$ cat src/rtl/assert_macros.svh
// ----------------------------------------------------------------------------
// Assertion macros
// Clocked concurrent assertion helpers shared by the RTL files.
// ----------------------------------------------------------------------------
`ifndef ASSERT_MACROS_SVH
`define ASSERT_MACROS_SVH

`ifndef SYNTHESIS

`define ASSERT_CLK(lbl, clk, rstn, prop) \
	lbl: assert property (@(posedge clk) disable iff (!(rstn)) prop) \
		else $error("%m: assertion failed");

`define ASSERT_NEVER(lbl, clk, rstn, expr) \
	lbl: assert property (@(posedge clk) disable iff (!(rstn)) !(expr)) \
		else $error("%m: forbidden condition");

`else

`define ASSERT_CLK(lbl, clk, rstn, prop)

`define ASSERT_NEVER(lbl, clk, rstn, expr)

`endif

`endif

$ cat src/rtl/mdd_pkg.sv
// ----------------------------------------------------------------------------
// mdd_pkg
// Types, constants and constellation ROM for the minimum distance demapper.
// ----------------------------------------------------------------------------
`default_nettype none

package mdd_pkg;

	localparam int MAX_POINTS  = 16;
	localparam int SAMPLE_BITS = 16;

	localparam int COORD_W   = 16;
	localparam int TAB_DEPTH = 16;
	localparam int IDX_W     = (MAX_POINTS > 1) ? $clog2(MAX_POINTS) : 1;
	localparam int DX_W      = ((SAMPLE_BITS > COORD_W) ? SAMPLE_BITS : COORD_W) + 1;
	localparam int DIST_W    = 2 * DX_W + 1;
	localparam int NUM_GRP   = (MAX_POINTS + 3) / 4;
	localparam int GRP_W     = (NUM_GRP > 1) ? $clog2(NUM_GRP) : 1;
	localparam int OUT_IDX_W = 4;
	localparam int CNT_W     = 5;

	localparam int KIND_W   = 2;
	localparam int BPS_W    = 3;
	localparam int CFG_IDX_W = 2;
	localparam int CFG_DATA_W = 3;

	typedef logic signed [COORD_W-1:0] coord_t;
	typedef logic signed [SAMPLE_BITS-1:0] sample_t;

	typedef enum logic [CFG_IDX_W-1:0] {
		REG_MOD_KIND = 2'd0,
		REG_BITS_PER_SYM = 2'd1
	} cfg_reg_t;

	typedef enum logic [KIND_W-1:0] {
		KIND_PAM = 2'd0,
		KIND_PSK = 2'd1,
		KIND_QAM = 2'd2
	} mod_kind_t;

	typedef enum logic [3:0] {
		CID_NONE  = 4'd0,
		CID_BIN   = 4'd1,
		CID_QUAD  = 4'd2,
		CID_PAM4  = 4'd3,
		CID_PAM8  = 4'd4,
		CID_PAM16 = 4'd5,
		CID_PSK8  = 4'd6,
		CID_PSK16 = 4'd7,
		CID_QAM8  = 4'd8,
		CID_QAM16 = 4'd9
	} const_id_t;

	localparam int NUM_CONST = 10;

	typedef struct packed {
		logic              ok;
		logic [DIST_W-1:0] dist_sq;
		logic [IDX_W-1:0]  idx;
	} cand_t;

	localparam logic [CNT_W-1:0] PT_COUNT [NUM_CONST] = '{
		5'd0, 5'd2, 5'd4, 5'd4, 5'd8, 5'd16, 5'd8, 5'd16, 5'd8, 5'd16
	};

	localparam coord_t PT_I [NUM_CONST][TAB_DEPTH] = '{
		'{default: 16'sd0},
		'{-16'sd4096, 16'sd4096, 16'sd0, 16'sd0, 16'sd0, 16'sd0, 16'sd0, 16'sd0,
		  16'sd0, 16'sd0, 16'sd0, 16'sd0, 16'sd0, 16'sd0, 16'sd0, 16'sd0},
		'{16'sd4096, 16'sd0, -16'sd4096, 16'sd0, 16'sd0, 16'sd0, 16'sd0, 16'sd0,
		  16'sd0, 16'sd0, 16'sd0, 16'sd0, 16'sd0, 16'sd0, 16'sd0, 16'sd0},
		'{-16'sd5495, -16'sd1832, 16'sd1832, 16'sd5495, 16'sd0, 16'sd0, 16'sd0, 16'sd0,
		  16'sd0, 16'sd0, 16'sd0, 16'sd0, 16'sd0, 16'sd0, 16'sd0, 16'sd0},
		'{-16'sd6257, -16'sd4469, -16'sd2681, -16'sd894,
		  16'sd894, 16'sd2681, 16'sd4469, 16'sd6257,
		  16'sd0, 16'sd0, 16'sd0, 16'sd0, 16'sd0, 16'sd0, 16'sd0, 16'sd0},
		'{-16'sd6664, -16'sd5776, -16'sd4887, -16'sd3998,
		  -16'sd3110, -16'sd2221, -16'sd1333, -16'sd444,
		  16'sd444, 16'sd1333, 16'sd2221, 16'sd3110,
		  16'sd3998, 16'sd4887, 16'sd5776, 16'sd6664},
		'{16'sd4096, 16'sd2896, 16'sd0, -16'sd2896,
		  -16'sd4096, -16'sd2896, 16'sd0, 16'sd2896,
		  16'sd0, 16'sd0, 16'sd0, 16'sd0, 16'sd0, 16'sd0, 16'sd0, 16'sd0},
		'{16'sd4096, 16'sd3784, 16'sd2896, 16'sd1567,
		  16'sd0, -16'sd1567, -16'sd2896, -16'sd3784,
		  -16'sd4096, -16'sd3784, -16'sd2896, -16'sd1567,
		  16'sd0, 16'sd1567, 16'sd2896, 16'sd3784},
		'{16'sd5017, 16'sd1672, -16'sd1672, -16'sd5017,
		  -16'sd5017, -16'sd1672, 16'sd1672, 16'sd5017,
		  16'sd0, 16'sd0, 16'sd0, 16'sd0, 16'sd0, 16'sd0, 16'sd0, 16'sd0},
		'{-16'sd3886, -16'sd1295, 16'sd1295, 16'sd3886,
		  16'sd3886, 16'sd1295, -16'sd1295, -16'sd3886,
		  -16'sd3886, -16'sd1295, 16'sd1295, 16'sd3886,
		  16'sd3886, 16'sd1295, -16'sd1295, -16'sd3886}
	};

	localparam coord_t PT_Q [NUM_CONST][TAB_DEPTH] = '{
		'{default: 16'sd0},
		'{default: 16'sd0},
		'{16'sd0, 16'sd4096, 16'sd0, -16'sd4096, 16'sd0, 16'sd0, 16'sd0, 16'sd0,
		  16'sd0, 16'sd0, 16'sd0, 16'sd0, 16'sd0, 16'sd0, 16'sd0, 16'sd0},
		'{default: 16'sd0},
		'{default: 16'sd0},
		'{default: 16'sd0},
		'{16'sd0, 16'sd2896, 16'sd4096, 16'sd2896,
		  16'sd0, -16'sd2896, -16'sd4096, -16'sd2896,
		  16'sd0, 16'sd0, 16'sd0, 16'sd0, 16'sd0, 16'sd0, 16'sd0, 16'sd0},
		'{16'sd0, 16'sd1567, 16'sd2896, 16'sd3784,
		  16'sd4096, 16'sd3784, 16'sd2896, 16'sd1567,
		  16'sd0, -16'sd1567, -16'sd2896, -16'sd3784,
		  -16'sd4096, -16'sd3784, -16'sd2896, -16'sd1567},
		'{16'sd1672, 16'sd1672, 16'sd1672, 16'sd1672,
		  -16'sd1672, -16'sd1672, -16'sd1672, -16'sd1672,
		  16'sd0, 16'sd0, 16'sd0, 16'sd0, 16'sd0, 16'sd0, 16'sd0, 16'sd0},
		'{16'sd3886, 16'sd3886, 16'sd3886, 16'sd3886,
		  16'sd1295, 16'sd1295, 16'sd1295, 16'sd1295,
		  -16'sd1295, -16'sd1295, -16'sd1295, -16'sd1295,
		  -16'sd3886, -16'sd3886, -16'sd3886, -16'sd3886}
	};

	function automatic const_id_t const_select(
		input logic [KIND_W-1:0] kind,
		input logic [BPS_W-1:0]  bps
	);
		const_id_t cid;
		cid = CID_NONE;
		unique case (bps)
			3'd1: begin
				if (kind != 2'd3)
					cid = CID_BIN;
			end
			3'd2: begin
				if (kind == KIND_PAM)
					cid = CID_PAM4;
				else if (kind != 2'd3)
					cid = CID_QUAD;
			end
			3'd3: begin
				unique case (kind)
					KIND_PAM: cid = CID_PAM8;
					KIND_PSK: cid = CID_PSK8;
					KIND_QAM: cid = CID_QAM8;
					default:  cid = CID_NONE;
				endcase
			end
			3'd4: begin
				unique case (kind)
					KIND_PAM: cid = CID_PAM16;
					KIND_PSK: cid = CID_PSK16;
					KIND_QAM: cid = CID_QAM16;
					default:  cid = CID_NONE;
				endcase
			end
			default: cid = CID_NONE;
		endcase
		return cid;
	endfunction

	// Strict compare keeps the earlier (lower index) candidate on ties.
	function automatic cand_t cand_pick(input cand_t a, input cand_t b);
		if (b.ok && (!a.ok || (b.dist_sq < a.dist_sq)))
			return b;
		return a;
	endfunction

endpackage

`default_nettype wire

$ cat src/rtl/mdd_min.sv
// ----------------------------------------------------------------------------
// mdd_min
// Two-stage minimum search over the distance lanes; output register.
// ----------------------------------------------------------------------------
`default_nettype none

`include "assert_macros.svh"

module mdd_min (
	input  wire logic                              clk,
	input  wire logic                              arst_n,
	input  wire logic                              valid_i,
	output logic                                   ready_o,
	input  wire mdd_pkg::cand_t                    lanes_i [mdd_pkg::MAX_POINTS],
	output logic                                   valid_o,
	input  wire logic                              stall_i,
	output logic [mdd_pkg::OUT_IDX_W-1:0]          index_o
);
	import mdd_pkg::*;

	logic              valid_s3;
	logic              valid_s4;
	logic              ready_s4;
	cand_t             grp_s3 [NUM_GRP];
	cand_t             grp_d  [NUM_GRP];
	cand_t             best_d;
	logic [IDX_W-1:0]  idx_s4;

	always_comb begin
		cand_t c;
		for (int g = 0; g < NUM_GRP; g++) begin
			grp_d[g] = lanes_i[g*4];
			for (int j = 1; j < 4; j++) begin
				if (g*4 + j < MAX_POINTS) begin
					c = lanes_i[(g*4 + j) % MAX_POINTS];
					grp_d[g] = cand_pick(grp_d[g], c);
				end
			end
		end
	end

	always_comb begin
		best_d = grp_s3[0];
		for (int g = 1; g < NUM_GRP; g++)
			best_d = cand_pick(best_d, grp_s3[g]);
	end

	assign ready_s4 = !valid_s4 || !stall_i;
	assign ready_o  = !valid_s3 || ready_s4;

	always_ff @(posedge clk or negedge arst_n) begin
		if (!arst_n) begin
			valid_s3 <= 1'b0;
			valid_s4 <= 1'b0;
		end else begin
			if (ready_o)
				valid_s3 <= valid_i;
			if (ready_s4)
				valid_s4 <= valid_s3;
		end
	end

	always_ff @(posedge clk) begin
		if (ready_o && valid_i)
			grp_s3 <= grp_d;
		if (ready_s4 && valid_s3)
			idx_s4 <= best_d.ok ? best_d.idx : '0;
	end

	assign valid_o = valid_s4;
	assign index_o = OUT_IDX_W'(idx_s4);

	`ASSERT_CLK(a_s3_hold, clk, arst_n, valid_s3 && !ready_s4 |=> valid_s3 && $stable(grp_s3[0]))
	`ASSERT_NEVER(a_idx_range, clk, arst_n, valid_s4 && (int'(idx_s4) >= MAX_POINTS))

endmodule

`default_nettype wire

$ cat config.mk
export PLATFORM = sky130hd
export DESIGN_NAME = mdd_min
export DESIGN_NICKNAME = d
export VERILOG_FILES = /design/src/rtl/mdd_pkg.sv /design/src/rtl/mdd_min.sv
export VERILOG_INCLUDE_DIRS = /design/src /design/src/rtl
export SDC_FILE = /design/constraint.sdc
export NUM_CORES = 1
export LEC_CHECK = 0
export BUFFER_PORTS_ARGS = -buffer_cell sky130_fd_sc_hd__buf_2
export CAP_MARGIN = 10
export CORE_AREA = 2 2 264 266
export DETAILED_ROUTE_END_ITERATION = 7
export DIE_AREA = 0 0 266 268
export SLEW_MARGIN = 40
export SYNTH_ARGS = -nofsm -noshare
export SYNTH_HDL_FRONTEND = slang
export SYNTH_SLANG_ARGS = --single-unit
export TNS_END_PERCENT = 20
$ cat constraint.sdc
create_clock -name clk -period 24.2 [get_ports clk]
set_input_delay 6.05 -clock clk [delete_from_list [all_inputs] [get_ports clk]]
set_output_delay 6.05 -clock clk [all_outputs]
set_load 0.005 [all_outputs]
==> metrics.txt, run 1 <==
Worst slew margin=0.506; FP Rows=96; drt initial violations=1223; First-pass DRT Iterations=5; asr flop ratio synth=0.0120; critical path endpoint category=register; Hold-fix buffers, CTS=0; CTS tree=built; MaxCap Viol Count=0; CTS buffer count=17; Core Footprint=68200 sq um; total wire length=84500 microns; first-pass GRT wire length=124000 microns; Routed Antenna Nets=0; Netlist cell types=70; required time at the worst-slack endpoint=24420 ps; Avg Inst Size Synth=8.80 sq um; number of synthesized flops with an enable pin=164; fill count=6975; DP Worst Slack=8980 ps; wire length per cell=20.1 microns; number of global-route vias before repair=21000; kind of start point of the critical path=input pin; # port buffers=649; Post-CTS Setup Bufs=0; Final Cycle Share=0.616; vias=21900; Ports=650; Post-Syn Area=23700 sq um; PostCTS Resize Cnt=0; die area=71300 sq um; Setup Skew=16.6 ps; NumNets Final=4446; Yosys warnings=0; FF+latch count, synth=166; Final min period=14900 ps; clock slew at reported path FFs=70 ps; CP max stage delay=530 ps; Syn Inst Count=2695; Main synth FF type=edfxtp_1; Clock Tree Buf Depth=2; Initial Util=0.348; Pwr Density=50.5 nW/um^2; CP most frequent cell=nand4_1; Worst Hold Class=register to register; multi-input logic area=17100 sq um; routability cong.=0.948; total congestion overflow=0; RSZ-0062 raised after global routing=false; CP max FO=78; DP HPWL=74600 microns; sequential cell area=4970 sq um; largest net degree at the start of global routing=79; # clock sinks=166; setup violators final=0; P&R area growth vs syn=20.4%; Peak VDD IR=0.0000538 V; Slowest cell on crit path=buf_4; max frequency=67.1 MHz; Pins Over Slew Limit=0; Die H=268 microns; Pleak=14.9 nW; htree depth=4; Root Driver=clkbuf_16; worst slew pin tran=737 ps; Clk Latency, worst-skew pair=470 ps; status=completed; Worst Setup Path Type=input pin to register; Final WS setup=9300 ps; worst endpoint data arrival time=15120 ps; Total GRT Usage=0.231; Net Count, Synth=3849; initial antenna violation count=18; fraction of layout cells with a size suffix above 1=0.246; vias per std cell=5.21; Hold Vio Cnt, Final=0; Worst Hold Slack=481 ps; TNS Setup=0 ps; DRC=0; Die Wd=266 microns; sequential area share after synthesis=0.210
==> where the power goes <==
group | total [W] | leakage, nW | switching [W] | internal (W)
logic | 0.000762 | 13.0 | 0.000432 | 0.000330
clock network | 0.000282 | 0.294 | 0.000128 | 0.000155
registers | 0.000398 | 1.59 | 0.0000264 | 0.000372
total | 0.00144 | 14.9 | 0.000586 | 0.000856
==> stage by stage <==
step	std cells	power [W]	instance area, sq um	util
after CTS	4187	0.00146	28500	0.418
final	4196	0.00144	28500	0.418
after global routing	4193	0.00157	28500	0.418
after global placement	4154	0.00116	27900	0.409
after detailed placement	4155	0.00117	27900	0.409
after floorplan	2695	0.000905	23700	-
==> path summary, 6_finish.rpt <==
check | to | startpoint | slack, ps | cells after the start
max | grp_s3[41] | lanes_i[314] | 9300 | 35
min | valid_o | valid_s3 | 480 | 1
max reg2reg | index_o[0] | grp_s3[85] | 15100 | 26
min reg2reg | valid_o | valid_s3 | 480 | 1
max in group asynchronous | valid_o | arst_n | 18750 | 1
min in group asynchronous | valid_s3 | arst_n | 5350 | 1
==> Yosys cell counts (all sizes together) (27+ instances only) <==
| cell | n | share of area |
|---|---|---|
| ha | 510 | 0.27 |
| inv | 356 | 0.056 |
| mux2i | 259 | 0.11 |
| a21oi | 216 | 0.046 |
| o21ai | 191 | 0.040 |
| edfxtp | 164 | 0.21 |
| nor2 | 145 | 0.023 |
| a21o | 121 | 0.038 |
| nand2 | 113 | 0.018 |
| mux2 | 102 | 0.048 |
| nand4 | 81 | 0.021 |
| o31ai | 74 | 0.024 |
| clkbuf | 45 | 0.0071 |
| buf | 44 | 0.010 |
| nand3 | 35 | 0.0074 |
| nor2b | 27 | 0.0071 |
==> logic make-up (layout without fill, tap and decap cells) <==
| logic type | count (synthesis) | in the layout | share of synthesized area |
|---|---|---|---|
| adder cells (fa/ha/maj) | 510 | 510 | 0.269 |
| buffers and inverters | 446 | 1056 | 0.0739 |
| other | 0 | 9 | 0 |
| flip-flops | 166 | 166 | 0.210 |
| multiplexers | 361 | 361 | 0.158 |
| AND/OR/NAND/NOR | 498 | 498 | 0.103 |
| AO/OA/AOI/OAI | 714 | 714 | 0.187 |
==> critical path, delay by kind of cell <==
family,cells,cell delay [ps]
AO/OA/AOI/OAI,8,1550
buffers and inverters,6,1650
adder cells (fa/ha/maj),3,950
multiplexers,2,520
AND/OR/NAND/NOR,16,4320
==> cell type report <==
cell class | instances | share of cell area
repair buffers | 667 | 0.119
diodes | 9 | 0.000789
clock inverters | 15 | 0.00605
inverters | 357 | 0.0470
clock buffers | 17 | 0.0149
multi-input cells | 2083 | 0.600
flip-flops and latches | 166 | 0.174
well taps | 882 | 0.0387
==> layout by cell type (no fill, tap or decap), types with 21 or more instances in the layout <==
| master | synthesis | final |
|---|---|---|
| buf_2 | 29 | 649 |
| ha_1 | 510 | 510 |
| inv_1 | 356 | 356 |
| mux2i_1 | 259 | 259 |
| a21oi_1 | 216 | 215 |
| o21ai_0 | 185 | 185 |
| edfxtp_1 | 164 | 164 |
| nor2_1 | 145 | 144 |
| a21o_1 | 121 | 119 |
| nand2_1 | 113 | 113 |
| mux2_2 | 93 | 93 |
| nand4_1 | 81 | 81 |
| o31ai_1 | 73 | 73 |
| nand3_1 | 35 | 34 |
| nor2b_1 | 27 | 27 |
| nor3_1 | 21 | 21 |
==> metal layers <==
metal / global-route usage / vias to the layer above / part of all wire
met1: 0.303 / 10000 / 0.45
met4: 0.0446 / 16 / 0.013
li1: - / 11200 / -
met5: 0 / - / 0.0013
met3: 0.0367 / 69 / 0.049
met2: 0.402 / 552 / 0.48
==> sequential cells by signal, summed over array words and instances, names as in the netlist <==
| name | cells |
|---|---|
| valid_s3 | 1 |
| index_o | 4 |
| grp_s3 | 160 |
| valid_o | 1 |
Note: power is estimated with default switching activity, not from simulation.
==> run 2, diff against run 1 <==
ABC_AREA = 1   (was default)
CORE_AREA = 2 2 265 267   (was 2 2 264 266)
DIE_AREA = 0 0 267 269   (was 0 0 266 268)
clock period = 14.7 ns   (was 24.2 ns; I/O delays follow)
==> run 2 against run 1 <==
Core utilization down 0.75 points; sequential cell count unchanged; highest routed layer unchanged; synthesized cell count up 29%; register-to-register slack worse by 7400 ps; clock power up 61%; sequential share of layout area about the same; die area up 0.75%; critical endpoint is now grp_s3[87]; total power up 67%; combinational power up 71%; largest power group unchanged.
==> metrics.txt, run 2 <==
status=completed; worst r2r path cells=36; Routed Antenna Nets=0; Core Footprint=69300 sq um; Pwr Density=84.8 nW/um^2; drt initial violations=1330; Peak VDD IR=0.0000831 V; WL met2=43100 microns; sequential area share after synthesis=0.207; vias per std cell=4.96; die area=71800 sq um; Setup Skew=9.32 ps; Slowest cell on crit path=nand2_2; required time at the worst-slack endpoint=15000 ps; CTS tree=built; clock slew at reported path FFs=80 ps; r2r startpoint=grp_s3[118]; Post-synth top cells=nand2_1, ha_1, inv_1; Die H=269 microns; Worst R2R End=index_o[1]; flop-to-flop setup slack=7680 ps; # clock sinks=166; Final min period=11920 ps; Synth area leader=ha_1; Worst Hold Class=register to register; PostCTS Resize Cnt=0; CTS buffer count=17; Pwr Total=0.00241 W; Worst Setup Path Type=input pin to register; Hold Crit Endpoint=valid_o; largest net degree at the start of global routing=88; max reg flops=160; Initial Util=0.346; total congestion overflow=0; CP max stage delay=770 ps; multi-input logic area=16800 sq um; Clk Latency, worst-skew pair=450 ps; DP HPWL=76000 microns; MaxCap Viol Count=0; first-pass GRT wire length=131000 microns; HP Start=valid_s3; worst endpoint data arrival time=12220 ps; Main synth FF type=edfxtp_1; count leader, synth=nand2_1; Hold-fix buffers, CTS=0; Die Wd=267 microns; FP Rows=97; sequential cell area=4970 sq um; Clock Tree Buf Depth=2; FF+latch count, synth=166; Total GRT Usage=0.237; met1 WL=38800 microns; commonest cells after routing, fill and taps aside=nand2_1, buf_2, ha_1; Pins Over Slew Limit=0; max frequency=83.9 MHz; asr flop ratio synth=0.0120; NumNets Final=5187; vias=24800; Final Cycle Share=0.811; Ports=650; Net Count, Synth=4644; Max Used Layer=met5; wire length per cell=17.6 microns; worst slew pin tran=912 ps; Pleak=15.4 nW; critical path endpoint category=register; top cell type's share of synthesized area=0.266; CP most frequent cell=nand2_1; RSZ-0062 raised after global routing=false; DRC=0; Root Driver=clkbuf_16; fraction of layout cells with a size suffix above 1=0.182; Biggest register=grp_s3; Avg Inst Size Synth=6.88 sq um; kind of start point of the critical path=input pin; Netlist cell types=38; hold path depth=2; number of synthesized flops with an enable pin=164; leading cell type in the layout, fill and taps excluded=nand2_1; number of global-route vias before repair=23400; Post-Syn Area=24000 sq um; # port buffers=649; htree depth=4; TNS Setup=0 ps; synth top area cells=ha_1, edfxtp_1, nand2_1; P&R area growth vs syn=18.6%; total wire length=88200 microns; initial antenna violation count=23; Worst slew margin=0.385; setup violators final=0; CP max FO=73; Routed met3 length=4250 microns; fill count=7443; Syn Inst Count=3490; Post-CTS Setup Bufs=0; routability cong.=0.942; Hold Vio Cnt, Final=0; First-pass DRT Iterations=8; Yosys warnings=0
==> run 2: cell types whose count changed after synthesis, sizes merged, moves of 55 or more <==
cell / delta
o21ai: +190
o31ai: -74
mux2: -102
nor2: -55
nand2: +989
mux2i: -259
inv: +63
nand3: +200
a21o: -98
==> run 2: how the worst max path moves through the flow <==
stage                      start          to  slack (ps)
global placement    lanes_i[462]  grp_s3[88]        1860
global route        lanes_i[462]  grp_s3[87]        1930
CTS                 lanes_i[462]  grp_s3[88]        2740
detailed placement  lanes_i[462]  grp_s3[88]        2260
finish              lanes_i[462]  grp_s3[87]        2780
floorplan           lanes_i[318]  grp_s3[70]        5850
==> run 2: layout make-up <==
type                       instances  share of cell area
antenna                           13             0.00114
tap                              940              0.0413
clock inverter                    14             0.00532
clock buffer                      18              0.0151
multi-input combinational       2773               0.591
timing repair buffer             656               0.116
sequential                       166               0.175
inverter                         419              0.0555
==> run 2: worst max-delay path, delay by kind of cell <==
kind / cells / cell delay [ps]
AND/OR/NAND/NOR: 26 / 6190
adder cells (fa/ha/maj): 3 / 980
buffers and inverters: 4 / 660
AO/OA/AOI/OAI: 2 / 670
==> run 2: where the power goes <==
part	switching [W]	internal, W
Sequential	0.0000420	0.000621
Combinational	0.000835	0.000463
Clock	0.000225	0.000228
==> run 2: kinds of logic (layout without fill, tap and decap cells) <==
kind of cell	count (synthesis)	in the layout	share of synthesized area
AO/OA/AOI/OAI	741	741	0.169
adder cells (fa/ha/maj)	510	510	0.266
buffers and inverters	551	1107	0.0928
flip-flops	166	166	0.207
other	0	13	0
AND/OR/NAND/NOR	1522	1522	0.265
==> run 2: per-stage QoR <==
step / std cells / hold WS [ps] / utilization / worst slack, ps / area, sq um
3_5_place_dp: 4953 / 464 / 0.402 / 2260 / 27800
5_1_grt: 4997 / 498 / 0.411 / 1930 / 28500
3_3_place_gp: 4953 / 456 / 0.402 / 1860 / 27800
2_1_floorplan: 3490 / 447 / - / 5850 / 24000
6_report: 4999 / 484 / 0.411 / 2780 / 28500
4_1_cts: 4985 / 482 / 0.410 / 2740 / 28400
==> run 2: per-layer routing <==
| layer | vias to the layer above | global-route usage |
|---|---|---|
| met4 | 18 | 0.0656 |
| met3 | 95 | 0.0295 |
| li1 | 13000 | - |
| met5 | - | 0 |
| met2 | 610 | 0.421 |
| met1 | 11100 | 0.300 |
==> run 3, diff against run 2 <==
clock period = 11.25 ns   (was 14.7 ns; I/O delays follow)
==> run 3 against run 2 <==
Clock power rose by 32%; sequential power is 32% higher; sequential share of layout area down 0.074 points; count of clock-buffer cells in the layout is 1 lower; register-to-register slack worse by 3600 ps; final area is 0.43% higher; via count fell by 0.10%; largest power group unchanged; combinational power increased by 31%; wire length is 0.58% lower; clock skew barely moved; total power is 31% higher; final cell count increased by 0.32%.
==> metrics.txt, run 3 (synthesis gave the netlist of run 2 again) <==
wire length per cell=17.5 microns; DP HPWL=76200 microns; Hold-fix buffers, CTS=0; CP max FO=73; HP Start=valid_s3; Routed Antenna Nets=0; Core Footprint=69300 sq um; sequential power share=0.275; Final Cycle Share=0.892; Peak VDD IR=0.000117 V; first-pass GRT wire length=130000 microns; Biggest register=grp_s3; Pleak=15.5 nW; worst endpoint data arrival time=10360 ps; multi-input logic area=16800 sq um; r2r startpoint=grp_s3[154]; htree depth=4; leading cell type in the layout, fill and taps excluded=nand2_1; P&R area growth vs syn=19.1%; fraction of layout cells with a size suffix above 1=0.184; DRC=0; Clock Tree Buf Depth=2; CP max stage delay=470 ps; hold path depth=2; DP Area=27900 sq um; Pins Over Slew Limit=0; required time at the worst-slack endpoint=11570 ps; commonest cells after routing, fill and taps aside=nand2_1, buf_2, ha_1; vias=24800; # clock sinks=166; clock slew at reported path FFs=70 ps; kind of start point of the critical path=input pin; Slowest cell on crit path=nand2_4; fin area=28600 sq um; Clk pwr share=0.189; max reg flops=160; CP most frequent cell=nand2_1; flop-to-flop setup slack=4070 ps; sequential cell area=4970 sq um; Pint=0.00173 W; Die Wd=267 microns; Worst Hold Class=register to register; critical path endpoint category=register; Post-CTS Setup Bufs=0; total wire length=87600 microns; Clk Latency, worst-skew pair=460 ps; vias per std cell=4.94; worst r2r path cells=38; drt initial violations=1435; Die H=269 microns; die area=71800 sq um; Root Driver=clkbuf_16; Logic pwr share=0.536; Total GRT Usage=0.236; total congestion overflow=0; fill count=7372; FP Rows=97; CTS buffer count=17; Worst R2R End=index_o[0]; switching share of power=0.455; Net Sw Power=0.00144 W; initial antenna violation count=26; MaxCap Viol Count=0; status=completed; Hold Crit Endpoint=valid_o; DP Worst Slack=698 ps; worst slew pin tran=873 ps; Worst Setup Path Type=input pin to register; fin util=0.413; Worst slew margin=0.412; NumNets Final=5197; number of global-route vias before repair=23100; setup violators final=0; CTS tree=built; Critical Path Source=lanes_i[614]; Pwr Density=111 nW/um^2; Final WS setup=1210 ps; TNS Setup=0 ps; largest net degree at the start of global routing=86; max frequency=99.6 MHz; PostCTS Resize Cnt=0; First-pass DRT Iterations=6; Hold Vio Cnt, Final=0; Ports=650; Setup Skew=9.04 ps; Initial Util=0.346; Final min period=10040 ps; # port buffers=649; Worst Hold Slack=474 ps; RSZ-0062 raised after global routing=false; routability cong.=0.951
[run 3: cell count changes in the layout (fill, tap and decap cells not counted), sizes merged]
cell / before / now
buf: 656 / 666
diode: 13 / 19
clkinv: 3 / 7
clkbuf: 18 / 17
inv: 429 / 426
[run 3: metal layers]
layer	global-route usage	wire length, microns	vias to the layer above
met5	0	74	-
met3	0.0364	4460	114
met4	0.0850	2390	14
li1	-	-	13000
met1	0.296	38300	11000
met2	0.411	42400	617
[run 3: worst max-delay path by stage]
stage                  end  cells after the start
6_report       grp_s3[120]                     41
3_5_place_dp   grp_s3[157]                     41
4_1_cts        grp_s3[120]                     41
5_1_grt        grp_s3[123]                     41
2_1_floorplan   grp_s3[70]                     46
3_3_place_gp   grp_s3[120]                     41
[run 3: cell type report]
class	instances	share of cell area
Multi-Input combinational cell	2773	0.588
Sequential cell	166	0.174
Timing Repair Buffer	666	0.119
Inverter	419	0.0553
Tap cell	940	0.0411
Clock buffer	17	0.0149
Clock inverter	15	0.00617
Antenna cell	19	0.00166
[run 3: power groups by stage]
stage          sequential, W  combinational [W]  clock [W]
6_report            0.000872            0.00170   0.000599
5_1_grt             0.000881            0.00197   0.000640
4_1_cts             0.000874            0.00170   0.000618
3_5_place_dp        0.000885            0.00169          0
3_3_place_gp        0.000888            0.00167          0
2_1_floorplan       0.000852            0.00116          0
[run 3: per-stage QoR]
stage | instances | power (W)
after global routing | 5012 | 0.00349
final | 5015 | 0.00317
after detailed placement | 4964 | 0.00258
after global placement | 4964 | 0.00256
after CTS | 4996 | 0.00319
after floorplan | 3490 | 0.00201
[run 3: worst max-delay path, delay by kind of cell]
kind,cells,cell delay [ps]
AND/OR/NAND/NOR,30,4840
buffers and inverters,6,1020
adder cells (fa/ha/maj),3,940
AO/OA/AOI/OAI,2,660
